## src/hw/rtl/opr_pkg.sv

```systemverilog
// ----------------------------------------------------------------------------
// opr_pkg
// Shared types, constants and tables of the orbit point rotator.
// ----------------------------------------------------------------------------
`default_nettype none

package opr_pkg;

  // config port
  localparam int CFG_IDX_W = 4;
  localparam logic [CFG_IDX_W-1:0] REG_CENTER_X     = 4'd0;
  localparam logic [CFG_IDX_W-1:0] REG_CENTER_Z     = 4'd1;
  localparam logic [CFG_IDX_W-1:0] REG_ORBIT_RADIUS = 4'd2;
  localparam logic [CFG_IDX_W-1:0] REG_ORBIT_SPEED  = 4'd3;

  localparam logic [30:0] RADIUS_RST = 31'd327680;
  localparam logic [30:0] SPEED_RST  = 31'd655;

  // 0.001 rad expressed in turns, scaled by 2^40
  localparam int          TURN_K_W = 28;
  localparam logic [27:0] TURN_K   = 28'd174992711;
  localparam int          PROD_W   = 31 + TURN_K_W;
  localparam int          PH_SHIFT = 8;
  localparam int          DIVD_W   = PROD_W - PH_SHIFT;
  localparam int          CNT_W    = 6;

  // rotation datapath: 33-bit offset plus guard bits, plus headroom for gain
  localparam int GUARD = 8;
  localparam int DX_W  = 33 + GUARD;
  localparam int XW    = 44;
  localparam int RND_W = XW + 1 - GUARD;
  localparam int SUM_W = 38;

  localparam int          GAIN_W      = 32;
  localparam logic [31:0] CORDIC_GAIN = 32'd2608131496;

  typedef struct packed {
    logic        kind;
    logic [31:0] elapsed;
    logic        paused;
  } opr_in_t;

  typedef struct packed {
    logic signed [31:0] pos_x_out;
    logic               pos_y_out;
    logic signed [31:0] pos_z_out;
    logic               zero_time;
  } opr_out_t;

  localparam logic KIND_TICK    = 1'b0;
  localparam logic KIND_RESTART = 1'b1;

  typedef enum logic [3:0] {
    S_IDLE,
    S_START,
    S_MUL,
    S_DIV,
    S_ROT,
    S_GAIN,
    S_ROUND,
    S_SAT,
    S_EMIT
  } opr_state_t;

  // arctangent of 2^-i in turns, q0.32
  function automatic logic [31:0] atan_turn(input logic [4:0] idx);
    unique case (idx)
      5'd0:  atan_turn = 32'd536870912;
      5'd1:  atan_turn = 32'd316933406;
      5'd2:  atan_turn = 32'd167458907;
      5'd3:  atan_turn = 32'd85004756;
      5'd4:  atan_turn = 32'd42667331;
      5'd5:  atan_turn = 32'd21354465;
      5'd6:  atan_turn = 32'd10679838;
      5'd7:  atan_turn = 32'd5340245;
      5'd8:  atan_turn = 32'd2670163;
      5'd9:  atan_turn = 32'd1335087;
      5'd10: atan_turn = 32'd667544;
      5'd11: atan_turn = 32'd333772;
      5'd12: atan_turn = 32'd166886;
      5'd13: atan_turn = 32'd83443;
      5'd14: atan_turn = 32'd41722;
      5'd15: atan_turn = 32'd20861;
      5'd16: atan_turn = 32'd10430;
      5'd17: atan_turn = 32'd5215;
      5'd18: atan_turn = 32'd2608;
      5'd19: atan_turn = 32'd1304;
      5'd20: atan_turn = 32'd652;
      5'd21: atan_turn = 32'd326;
      5'd22: atan_turn = 32'd163;
      5'd23: atan_turn = 32'd81;
      5'd24: atan_turn = 32'd41;
      5'd25: atan_turn = 32'd20;
      5'd26: atan_turn = 32'd10;
      5'd27: atan_turn = 32'd5;
      5'd28: atan_turn = 32'd3;
      5'd29: atan_turn = 32'd1;
      5'd30: atan_turn = 32'd1;
      default: atan_turn = 32'd0;
    endcase
  endfunction

  // clamp to the int32 range
  function automatic logic signed [31:0] sat32(input logic signed [SUM_W-1:0] v);
    logic signed [31:0] r;
    if (v > SUM_W'(32'sh7fffffff)) begin
      r = 32'sh7fffffff;
    end else if (v < SUM_W'(32'sh80000000)) begin
      r = 32'sh80000000;
    end else begin
      r = v[31:0];
    end
    return r;
  endfunction

endpackage

`default_nettype wire

```

## src/hw/rtl/opr_divider.sv

```systemverilog
// ----------------------------------------------------------------------------
// opr_divider
// Bit-serial restoring divider, one quotient bit per cycle, low 32 bits kept.
// ----------------------------------------------------------------------------
`default_nettype none

module opr_divider (
  input  wire logic                        clk,
  input  wire logic                        rst_n,
  input  wire logic                        start,
  input  wire logic [opr_pkg::DIVD_W-1:0]  dividend,
  input  wire logic [31:0]                 divisor,
  output logic                             done,
  output logic [31:0]                      quotient
);
  import opr_pkg::*;

  logic              busy_r;
  logic              done_r;
  logic [CNT_W-1:0]  cnt_r;
  logic [DIVD_W-1:0] dvd_r;
  logic [31:0]       dsr_r;
  logic [31:0]       rem_r;
  logic [31:0]       quo_r;

  logic [32:0] trial;
  logic [32:0] diff;
  logic        fits;
  logic [31:0] rem_nxt;

  always_comb begin
    trial   = {rem_r, dvd_r[DIVD_W-1]};
    diff    = trial - {1'b0, dsr_r};
    fits    = trial >= {1'b0, dsr_r};
    rem_nxt = fits ? diff[31:0] : trial[31:0];
  end

  always_ff @(posedge clk) begin
    if (!rst_n) begin
      busy_r <= 1'b0;
      done_r <= 1'b0;
      cnt_r  <= '0;
    end else begin
      done_r <= 1'b0;
      if (start) begin
        busy_r <= 1'b1;
        cnt_r  <= '0;
      end else if (busy_r) begin
        cnt_r <= cnt_r + 1'b1;
        if (cnt_r == CNT_W'(DIVD_W - 1)) begin
          busy_r <= 1'b0;
          done_r <= 1'b1;
        end
      end
    end
  end

  always_ff @(posedge clk) begin
    if (start) begin
      dvd_r <= dividend;
      dsr_r <= divisor;
      rem_r <= '0;
      quo_r <= '0;
    end else if (busy_r) begin
      dvd_r <= {dvd_r[DIVD_W-2:0], 1'b0};
      rem_r <= rem_nxt;
      quo_r <= {quo_r[30:0], fits};
    end
  end

  assign done     = done_r;
  assign quotient = quo_r;

endmodule

`default_nettype wire

```

## src/hw/rtl/opr_cordic.sv

```systemverilog
// ----------------------------------------------------------------------------
// opr_cordic
// Quarter-turn pre-rotation and iterative CORDIC, one micro-rotation a cycle.
// ----------------------------------------------------------------------------
`default_nettype none

module opr_cordic #(
  parameter int STEPS = 24
) (
  input  wire logic                             clk,
  input  wire logic                             rst_n,
  input  wire logic                             start,
  input  wire logic [31:0]                      phase,
  input  wire logic signed [opr_pkg::DX_W-1:0]  dx,
  input  wire logic signed [opr_pkg::DX_W-1:0]  dz,
  output logic                                  done,
  output logic signed [opr_pkg::XW-1:0]         x_out,
  output logic signed [opr_pkg::XW-1:0]         z_out
);
  import opr_pkg::*;

  logic              busy_r;
  logic              done_r;
  logic [CNT_W-1:0]  cnt_r;
  logic signed [XW-1:0] x_r;
  logic signed [XW-1:0] z_r;
  logic signed [31:0]   a_r;

  logic signed [XW-1:0] xe;
  logic signed [XW-1:0] ze;
  logic signed [XW-1:0] x0;
  logic signed [XW-1:0] z0;
  logic signed [XW-1:0] xs;
  logic signed [XW-1:0] zs;
  logic signed [31:0]   at;

  always_comb begin
    xe = XW'(dx);
    ze = XW'(dz);
    unique case (phase[31:30])
      2'd0: begin x0 = xe;  z0 = ze;  end
      2'd1: begin x0 = -ze; z0 = xe;  end
      2'd2: begin x0 = -xe; z0 = -ze; end
      2'd3: begin x0 = ze;  z0 = -xe; end
    endcase
    xs = x_r >>> cnt_r[4:0];
    zs = z_r >>> cnt_r[4:0];
    at = $signed(atan_turn(cnt_r[4:0]));
  end

  always_ff @(posedge clk) begin
    if (!rst_n) begin
      busy_r <= 1'b0;
      done_r <= 1'b0;
      cnt_r  <= '0;
    end else begin
      done_r <= 1'b0;
      if (start) begin
        busy_r <= 1'b1;
        cnt_r  <= '0;
      end else if (busy_r) begin
        cnt_r <= cnt_r + 1'b1;
        if (cnt_r == CNT_W'(STEPS - 1)) begin
          busy_r <= 1'b0;
          done_r <= 1'b1;
        end
      end
    end
  end

  always_ff @(posedge clk) begin
    if (start) begin
      x_r <= x0;
      z_r <= z0;
      a_r <= $signed({2'b00, phase[29:0]});
    end else if (busy_r) begin
      if (!a_r[31]) begin
        x_r <= x_r - zs;
        z_r <= z_r + xs;
        a_r <= a_r - at;
      end else begin
        x_r <= x_r + zs;
        z_r <= z_r - xs;
        a_r <= a_r + at;
      end
    end
  end

  assign done  = done_r;
  assign x_out = x_r;
  assign z_out = z_r;

endmodule

`default_nettype wire

```

## src/hw/rtl/opr_gain.sv

```systemverilog
// ----------------------------------------------------------------------------
// opr_gain
// Serial shift-add multiply by the CORDIC gain, one gain bit per cycle,
// magnitude truncated and the sign put back in a final step.
// ----------------------------------------------------------------------------
`default_nettype none

module opr_gain (
  input  wire logic                          clk,
  input  wire logic                          rst_n,
  input  wire logic                          start,
  input  wire logic signed [opr_pkg::XW-1:0] v,
  output logic                               done,
  output logic signed [opr_pkg::XW-1:0]      res
);
  import opr_pkg::*;

  logic             busy_r;
  logic             fix_r;
  logic             done_r;
  logic [CNT_W-1:0] cnt_r;
  logic [GAIN_W-1:0] g_r;
  logic [XW-1:0]    mag_r;
  logic [XW-1:0]    acc_r;
  logic             neg_r;
  logic signed [XW-1:0] res_r;

  logic [XW:0] sum;

  // right shift after each add keeps the running floor exact
  assign sum = {1'b0, acc_r} + (g_r[0] ? {1'b0, mag_r} : '0);

  always_ff @(posedge clk) begin
    if (!rst_n) begin
      busy_r <= 1'b0;
      fix_r  <= 1'b0;
      done_r <= 1'b0;
      cnt_r  <= '0;
    end else begin
      done_r <= 1'b0;
      fix_r  <= 1'b0;
      if (start) begin
        busy_r <= 1'b1;
        cnt_r  <= '0;
      end else if (busy_r) begin
        cnt_r <= cnt_r + 1'b1;
        if (cnt_r == CNT_W'(GAIN_W - 1)) begin
          busy_r <= 1'b0;
          fix_r  <= 1'b1;
        end
      end else if (fix_r) begin
        done_r <= 1'b1;
      end
    end
  end

  always_ff @(posedge clk) begin
    if (start) begin
      neg_r <= v[XW-1];
      mag_r <= v[XW-1] ? -v : v;
      acc_r <= '0;
      g_r   <= CORDIC_GAIN;
    end else if (busy_r) begin
      acc_r <= sum[XW:1];
      g_r   <= {1'b0, g_r[GAIN_W-1:1]};
    end else if (fix_r) begin
      res_r <= neg_r ? -$signed(acc_r) : $signed(acc_r);
    end
  end

  assign done = done_r;
  assign res  = res_r;

endmodule

`default_nettype wire

```

## src/hw/rtl/orbit_point_rotator_core.sv

```systemverilog
// ----------------------------------------------------------------------------
// orbit_point_rotator_core
// Orbiting body position: restart, hold, or rotate about the center by
// the angle 0.001 * orbit_speed / elapsed using a serial CORDIC datapath.
// ----------------------------------------------------------------------------
// restart, paused or zero-elapsed items go from S_START straight to S_EMIT, past the datapath
// a rotating tick runs multiply, divide, CORDIC, gain, round and saturate before its result
// one item at a time, the next transfer only once the result is loaded and S_IDLE is back
// the bit-serial divider, the CORDIC loop and the serial gain multiply set the rotating time
// reset: synchronous, clears control and position and loads the config reset values at once
`default_nettype none

module orbit_point_rotator_core #(
  parameter int CORDIC_STEPS = 24
) (
  input  wire logic                            clk,
  input  wire logic                            rst_n,
  // item channel
  input  wire logic                            in_valid,
  output logic                                 in_ready,
  input  wire opr_pkg::opr_in_t                in_data,
  // result channel
  output logic                                 out_valid,
  input  wire logic                            out_ready,
  output opr_pkg::opr_out_t                    out_data,
  // config write channel
  input  wire logic                            cfg_valid,
  output logic                                 cfg_ready,
  input  wire logic [opr_pkg::CFG_IDX_W-1:0]   cfg_index,
  input  wire logic [31:0]                     cfg_data
);
  import opr_pkg::*;

  // config registers
  logic signed [31:0] cx_r;
  logic signed [31:0] cz_r;
  logic [30:0]        radius_r;
  logic [30:0]        speed_r;

  // body position
  logic signed [31:0] bx_r;
  logic signed [31:0] bz_r;

  // sequencer
  opr_state_t state_r;
  opr_state_t state_nxt;
  logic       div_start;
  logic       cor_start;
  logic       gain_start;
  logic       emit;

  // item and working values
  opr_in_t               item_r;
  logic                  zflag_r;
  logic [PROD_W-1:0]     prod_r;
  logic signed [DX_W-1:0] dx_r;
  logic signed [DX_W-1:0] dz_r;
  logic signed [RND_W-1:0] rx_r;
  logic signed [RND_W-1:0] rz_r;

  // result register
  logic     out_valid_r;
  opr_out_t out_data_r;

  // unit handshakes
  logic                 div_done;
  logic [31:0]          phase;
  logic                 cor_done;
  logic signed [XW-1:0] cor_x;
  logic signed [XW-1:0] cor_z;
  logic                 gx_done;
  logic                 gz_done;
  logic signed [XW-1:0] gx_res;
  logic signed [XW-1:0] gz_res;

  // combinational arithmetic
  logic                    tick_go;
  logic signed [SUM_W-1:0] rst_sum;
  logic signed [SUM_W-1:0] res_x_sum;
  logic signed [SUM_W-1:0] res_z_sum;
  logic signed [32:0]      dx_sub;
  logic signed [32:0]      dz_sub;
  logic signed [XW:0]      rnd_x;
  logic signed [XW:0]      rnd_z;

  always_comb begin
    // only a live tick with nonzero elapsed time rotates
    tick_go   = (item_r.kind == KIND_TICK) && (item_r.elapsed != 32'd0) && !item_r.paused;
    rst_sum   = SUM_W'(cx_r) + $signed({7'b0, radius_r});
    res_x_sum = SUM_W'(cx_r) + SUM_W'(rx_r);
    res_z_sum = SUM_W'(cz_r) + SUM_W'(rz_r);
    dx_sub    = 33'(bx_r) - 33'(cx_r);
    dz_sub    = 33'(bz_r) - 33'(cz_r);
    // round half up while dropping the guard bits
    rnd_x     = (XW+1)'(gx_res) + (XW+1)'(128);
    rnd_z     = (XW+1)'(gz_res) + (XW+1)'(128);
  end

  // state register
  always_ff @(posedge clk) begin
    if (!rst_n) begin
      state_r <= S_IDLE;
    end else begin
      state_r <= state_nxt;
    end
  end

  // next state and unit strobes
  always_comb begin
    state_nxt  = state_r;
    div_start  = 1'b0;
    cor_start  = 1'b0;
    gain_start = 1'b0;
    emit       = 1'b0;
    unique case (state_r)
      S_IDLE: begin
        if (in_valid) state_nxt = S_START;
      end
      S_START: begin
        state_nxt = tick_go ? S_MUL : S_EMIT;
      end
      S_MUL: begin
        div_start = 1'b1;
        state_nxt = S_DIV;
      end
      S_DIV: begin
        if (div_done) begin
          cor_start = 1'b1;
          state_nxt = S_ROT;
        end
      end
      S_ROT: begin
        if (cor_done) begin
          gain_start = 1'b1;
          state_nxt  = S_GAIN;
        end
      end
      S_GAIN: begin
        if (gx_done && gz_done) state_nxt = S_ROUND;
      end
      S_ROUND: begin
        state_nxt = S_SAT;
      end
      S_SAT: begin
        state_nxt = S_EMIT;
      end
      S_EMIT: begin
        // wait for the result register to be free or drained this cycle
        if (!out_valid_r || out_ready) begin
          emit      = 1'b1;
          state_nxt = S_IDLE;
        end
      end
      default: begin
        state_nxt = S_IDLE;
      end
    endcase
  end

  // config writes, always taken
  always_ff @(posedge clk) begin
    if (!rst_n) begin
      cx_r     <= '0;
      cz_r     <= '0;
      radius_r <= RADIUS_RST;
      speed_r  <= SPEED_RST;
    end else if (cfg_valid) begin
      unique case (cfg_index)
        REG_CENTER_X:     cx_r     <= $signed(cfg_data);
        REG_CENTER_Z:     cz_r     <= $signed(cfg_data);
        REG_ORBIT_RADIUS: radius_r <= cfg_data[30:0];
        REG_ORBIT_SPEED:  speed_r  <= cfg_data[30:0];
        default: ;
      endcase
    end
  end

  // body position: restart places it, the saturate step stores the rotation
  always_ff @(posedge clk) begin
    if (!rst_n) begin
      bx_r <= '0;
      bz_r <= '0;
    end else if (state_r == S_START && item_r.kind == KIND_RESTART) begin
      bx_r <= sat32(rst_sum);
      bz_r <= '0;
    end else if (state_r == S_SAT) begin
      bx_r <= sat32(res_x_sum);
      bz_r <= sat32(res_z_sum);
    end
  end

  // item latch and working registers
  always_ff @(posedge clk) begin
    if (in_valid && in_ready) begin
      item_r <= in_data;
    end
    if (state_r == S_START) begin
      zflag_r <= (item_r.kind == KIND_TICK) && (item_r.elapsed == 32'd0);
      prod_r  <= PROD_W'(speed_r) * PROD_W'(TURN_K);
      dx_r    <= $signed({dx_sub, {GUARD{1'b0}}});
      dz_r    <= $signed({dz_sub, {GUARD{1'b0}}});
    end
    if (state_r == S_ROUND) begin
      rx_r <= rnd_x[XW:GUARD];
      rz_r <= rnd_z[XW:GUARD];
    end
  end

  // result register
  always_ff @(posedge clk) begin
    if (!rst_n) begin
      out_valid_r <= 1'b0;
    end else if (emit) begin
      out_valid_r <= 1'b1;
    end else if (out_ready) begin
      out_valid_r <= 1'b0;
    end
  end

  always_ff @(posedge clk) begin
    if (emit) begin
      out_data_r.pos_x_out <= bx_r;
      out_data_r.pos_y_out <= 1'b0;
      out_data_r.pos_z_out <= bz_r;
      out_data_r.zero_time <= zflag_r;
    end
  end

  // phase = speed * k / elapsed in turns, low 32 bits wrap one full turn
  opr_divider u_div (
    .clk      (clk),
    .rst_n    (rst_n),
    .start    (div_start),
    .dividend (prod_r[PROD_W-1:PH_SHIFT]),
    .divisor  (item_r.elapsed),
    .done     (div_done),
    .quotient (phase)
  );

  opr_cordic #(
    .STEPS (CORDIC_STEPS)
  ) u_cordic (
    .clk   (clk),
    .rst_n (rst_n),
    .start (cor_start),
    .phase (phase),
    .dx    (dx_r),
    .dz    (dz_r),
    .done  (cor_done),
    .x_out (cor_x),
    .z_out (cor_z)
  );

  // one gain lane per axis, run in lockstep
  opr_gain u_gain_x (
    .clk   (clk),
    .rst_n (rst_n),
    .start (gain_start),
    .v     (cor_x),
    .done  (gx_done),
    .res   (gx_res)
  );

  opr_gain u_gain_z (
    .clk   (clk),
    .rst_n (rst_n),
    .start (gain_start),
    .v     (cor_z),
    .done  (gz_done),
    .res   (gz_res)
  );

  assign in_ready  = (state_r == S_IDLE);
  assign cfg_ready = 1'b1;
  assign out_valid = out_valid_r;
  assign out_data  = out_data_r;

`ifndef SYNTH
  // the divider and the CORDIC report completion only while the sequencer waits on them
  a_div_done_state: assert property (@(posedge clk) disable iff (!rst_n)
    div_done |-> (state_r == S_DIV))
    else $error("divider done outside divide phase");

  a_cor_done_state: assert property (@(posedge clk) disable iff (!rst_n)
    cor_done |-> (state_r == S_ROT))
    else $error("cordic done outside rotate phase");

  a_gain_lockstep: assert property (@(posedge clk) disable iff (!rst_n)
    gx_done == gz_done)
    else $error("gain lanes out of step");

  // one item in flight: no second transfer right after one
  a_one_in_flight: assert property (@(posedge clk) disable iff (!rst_n)
    (in_valid && in_ready) |=> !in_ready)
    else $error("input taken while busy");

  // a restart never reports zero elapsed time
  a_restart_no_flag: assert property (@(posedge clk) disable iff (!rst_n)
    (state_r == S_EMIT && item_r.kind == KIND_RESTART) |-> !zflag_r)
    else $error("zero_time set on restart");
`endif

endmodule

`default_nettype wire
```

## config.mk

```make
export PLATFORM = sky130hd
export DESIGN_NAME = orbit_point_rotator_core
export DESIGN_NICKNAME = d
export VERILOG_FILES = /design/src/hw/rtl/opr_pkg.sv /design/src/hw/rtl/opr_divider.sv /design/src/hw/rtl/opr_cordic.sv /design/src/hw/rtl/opr_gain.sv /design/src/hw/rtl/orbit_point_rotator_core.sv
export SDC_FILE = /design/constraint.sdc
export NUM_CORES = 2
export LEC_CHECK = 0
export BUFFER_PORTS_ARGS = -buffer_cell sky130_fd_sc_hd__buf_2
export CELL_PAD_IN_SITES_DETAIL_PLACEMENT = 1
export CELL_PAD_IN_SITES_GLOBAL_PLACEMENT = 2
export CORE_MARGIN = 5
export CORE_UTILIZATION = 39
export CTS_BUF_LIST = sky130_fd_sc_hd__clkbuf_2 sky130_fd_sc_hd__clkbuf_4 sky130_fd_sc_hd__clkbuf_8
export DETAILED_ROUTE_END_ITERATION = 8
export HOLD_SLACK_MARGIN = 0.12
export PLACE_DENSITY_LB_ADDON = 0.3
export SYNTH_ARGS = -nofsm -noshare
export SYNTH_HDL_FRONTEND = slang
export SYNTH_SLANG_ARGS = --single-unit
```

## constraint.sdc

```tcl
create_clock -name clk -period 7.5 [get_ports clk]
set_input_delay 0.375 -clock clk [delete_from_list [all_inputs] [get_ports clk]]
set_output_delay 0.375 -clock clk [all_outputs]
set_load 0.02 [all_outputs]
```

==> run_results.csv <==
group,metric,value,unit
synth,synth_top_flop_cell,"edfxtp_1",
cells_and_area,final_common_cell,"nand2_1",
cells_and_area,n_fill_cell,26704,
detailed_routing,vias,78071,
detailed_routing,wirelength,355,mm
power,total_power,18.3,mW
critical_path,r2r-end,"u_cordic.z_out[43]",
critical_path,path_delay_family,"compound AO/OA/AOI/OAI gates",
detailed_routing,antenna_left,0,
timing,min_period,7.28,ns
global_route,antenna_found_initial,32,
worst_hold_path,holdCritPathClass,"input pin to register",
floorplan,die_height,495,microns
timing,fin_ws,0.224,ns
global_route,grt_pass1_wl,525,mm
critical_path,r2r_cells,25,
synth,syn_inst,9898,
synth,synthArstFlopShare,0,%
critical_path,worst_setup_path_start_kind,"register",
flow_run,drv_cap,0,
synth,synth-seq-cells,1133,
clock_tree,clock_tree.buffer_depth,3,
global_route,grt_pass1_vias,81970,
clock_tree,cts_tree,"done",
timing,drv_slew,0,
cells_and_area,drive_above_1_share,12.7,%
cells_and_area,postLayoutCoreUtil,44.8,%
floorplan,initial_core_util,39.3,%
synth,synth_area_leaders,"edfxtp_1, dfxtp_1, ha_1",
clock_tree,clk_latency,1.01,ns
global_route,overflow,0,
cells_and_area,register_area,29300,sq um
synth,synth_area_per_cell,9.25,sq um
placement,gp_congestion,0.962,
detailed_routing,dr.pass1.iters,6,
clock_tree,path_clk_slew,0.07,ns
cells_and_area,multi_input_area,57600,sq um
timing,holdWs,0.318,ns
placement,portBuffers,141,
timing,period_share,97.0,%
clock_tree,root_buffer,"clkbuf_8",
critical_path,path_buf_inv,3,
timing,rsz0062_at_grt,"false",
power,powerDensity,175,nW/um^2
floorplan,fp.dieW,495,microns
synth,synth.net_count,11053,
cells_and_area,final_cell_mix,"nand2_1, inv_1, ha_1",
synth,synth.distinct_cells,96,
critical_path,cp_slowest_cell,"dfxtp_4",
timing,tns,0,ns
critical_path,critPathMaxFanout,37,
run_status,outcome,"finished clean",
cells_and_area,synthToLayoutAreaGrowth,14.2,%
critical_path,arrival,7.99,ns
critical_path,cp_slowest_stage_delay,0.77,ns
synth,ys_warn_count,0,
critical_path,end_kind,"register",
floorplan,fp.coreArea,233000,sq um
floorplan,die_area,245000,sq um
floorplan,ios,144,
timing,finClkSkew,0.0680,ns
critical_path,endpoint,"u_cordic.z_out[43]",
critical_path,crit_cells,25,
critical_path,critPathKind,"register to register",
placement,dpl.hpwl,280,mm
critical_path,critPathMostFrequentCell,"o21ai_0",
cells_and_area,fin_nets,11581,
placement,dp_slack,-0.271,ns
timing,slew_headroom,12.0,%
synth,synth_area,91600,sq um
critical_path,ff2ff_setup_slack,0.22,ns
global_route,grt_max_degree,91,
clock_tree,cts_buffers,208,
floorplan,row_count,177,
global_route,grt.total_usage,28.3,%
detailed_routing,drtIter0Drc,5375,
detailed_routing,vias_per_cell,5.65,
detailed_routing,wire_per_inst,25.7,microns
worst_hold_path,worstHoldStart,"cfg_data[23]",
synth,synth_area_leader_cell,"edfxtp_1",
detailed_routing,remaining_drc_errors,0,
power,peakVddDrop,0.182,mV
timing,hold_viol_final,0,
power,cellLeakagePower,43.9,nW
synth,synth-edff-count,656,
synth,yosysSeqAreaShare,31.9,%
critical_path,startpoint,"u_cordic.cnt_r[2]",
timing,max_freq,137,MHz
critical_path,required,8.21,ns
timing,finalSetupViolations,0,
clock_tree,cts_htree_levels,4,
clock_tree,cts_sinks,1133,
synth,yosysTopAreaCellShare,21.5,%
timing,max_slew.worst_pin.slew,1.31,ns
critical_path,r2r-start,"u_cordic.cnt_r[2]",
## worst reg2reg max path, cell delays in order, from the launching register on
cell	delay, ns
dfxtp_4	0.77
buf_4	0.40
mux2i_1	0.10
mux4_2	0.58
o21ai_0	0.59
a221oi_2	0.15
and2_1	0.26
and4_1	0.27
a31oi_1	0.31
nor2_1	0.10
xor2_1	0.20
ha_1	0.28
buf_4	0.17
o21ai_0	0.22
o21ai_0	0.13
a221oi_1	0.42
o21bai_1	0.11
a21oi_1	0.30
a311o_1	0.28
o21ai_0	0.16
o41ai_1	0.30
buf_4	0.18
o2111ai_1	0.17
a21oi_1	0.31
xnor2_1	0.16
a21oi_1	0.09
## layer usage
metal / global-route usage (%) / part of all wire [%] / up-vias
li1: - / - / 36284
met1: 34.8 / 41 / 39138
met5: 0 / 0.013 / -
met4: 15.5 / 6.4 / 8
met2: 48.2 / 48 / 1938
met3: 3.45 / 4.3 / 703
## flip-flops by register name, summed over array words and instances, names as in the netlist, 33 cells and up
register and flops:
prod_r 51, dx_r 33, u_gain_x.acc_r 44, u_cordic.x_out 44, u_gain_z.res 37, u_gain_x.mag_r 44
u_gain_x.res 37, u_gain_z.mag_r 44, rx_r 37, u_cordic.z_out 44, u_gain_z.acc_r 44, out_data 65
item_r 34, rz_r 37, dz_r 33, u_div.dvd_r 51
## area by class of cell
cell class / instances / share of cell area [%]
multi-input cells: 7478 / 55.1
flip-flops and latches: 1133 / 28.0
repair buffers: 764 / 5.61
well taps: 3132 / 3.75
clock buffers: 300 / 3.49
inverters: 841 / 3.03
clock inverters: 90 / 0.870
diodes: 78 / 0.187
## power breakdown
part | internal (mW) | leakage [nW] | switching, mW | total, mW
clock | 3.62 | 2.41 | 2.99 | 6.61
sequential | 7.06 | 9.74 | 0.401 | 7.46
combinational | 1.75 | 31.7 | 2.51 | 4.26
## synth_stat cells, types with 29 or more instances
| cell type | n |
|---|---|
| nand2_1 | 1069 |
| inv_1 | 833 |
| ha_1 | 736 |
| nor2_1 | 660 |
| edfxtp_1 | 656 |
| a21oi_1 | 614 |
| o21ai_0 | 581 |
| xnor2_1 | 519 |
| dfxtp_1 | 477 |
| clkbuf_1 | 344 |
| fa_1 | 344 |
| mux2i_1 | 303 |
| xor2_1 | 259 |
| a21o_1 | 219 |
| nand3_1 | 181 |
| nor3_1 | 149 |
| a21boi_0 | 143 |
| and2_1 | 138 |
| mux4_2 | 125 |
| a211oi_1 | 99 |
| nand2b_1 | 89 |
| and3_1 | 77 |
| nor2b_1 | 76 |
| o21a_1 | 73 |
| mux2_2 | 70 |
| a31oi_1 | 68 |
| o31ai_1 | 68 |
| or3_1 | 66 |
| buf_1 | 62 |
| nand4_1 | 62 |
| o211ai_1 | 61 |
| nor4_1 | 50 |
| o22ai_1 | 45 |
| o21bai_1 | 39 |
| or2_2 | 35 |
| or4_1 | 34 |
| buf_2 | 32 |
| a22o_1 | 29 |
## worst min path at each step
stage	end	slack, ns	cells past startpoint
after floorplan	out_data[0]	0.40	0
after global placement	out_data[0]	0.40	0
after detailed placement	out_data[0]	0.41	0
after CTS	speed_r[2]	0.16	6
after global routing	radius_r[28]	0.25	4
final	radius_r[23]	0.32	4
## cells by family (layout without fill, tap and decap cells)
family                     after synthesis  count (layout)  share of synthesized area, %
xor gates and xnor gates               778             778                          7.44
other                                    2              80                       0.00820
adders and majority gates             1080            1080                          17.6
muxes                                  498             498                          7.25
DFF                                   1133            1133                          31.9
and+or+nand+nor                       2767            2767                          14.0
buffers and inverters                 1287            1995                          5.35
AOI/OAI and AO/OA                     2353            2353                          16.4
## through the flow
| step | instance area (sq um) | std cells |
|---|---|---|
| floorplan | 91600 | 9898 |
| global placement | 98400 | 13221 |
| detailed placement | 98400 | 13221 |
| CTS | 104000 | 13730 |
| global route | 105000 | 13812 |
| finish | 105000 | 13816 |
## timing repair
item / 4_1_cts / 5_1_grt
pin swaps: 1 / 6
endpoints found under the setup margin: 4 / 14
gates resized for setup: 5 / 15
buffers inserted: 0 / 8
hold buffers: 119 / 0
hold endpoints to repair: 181 / 0
(Power assumes the default switching activity.)
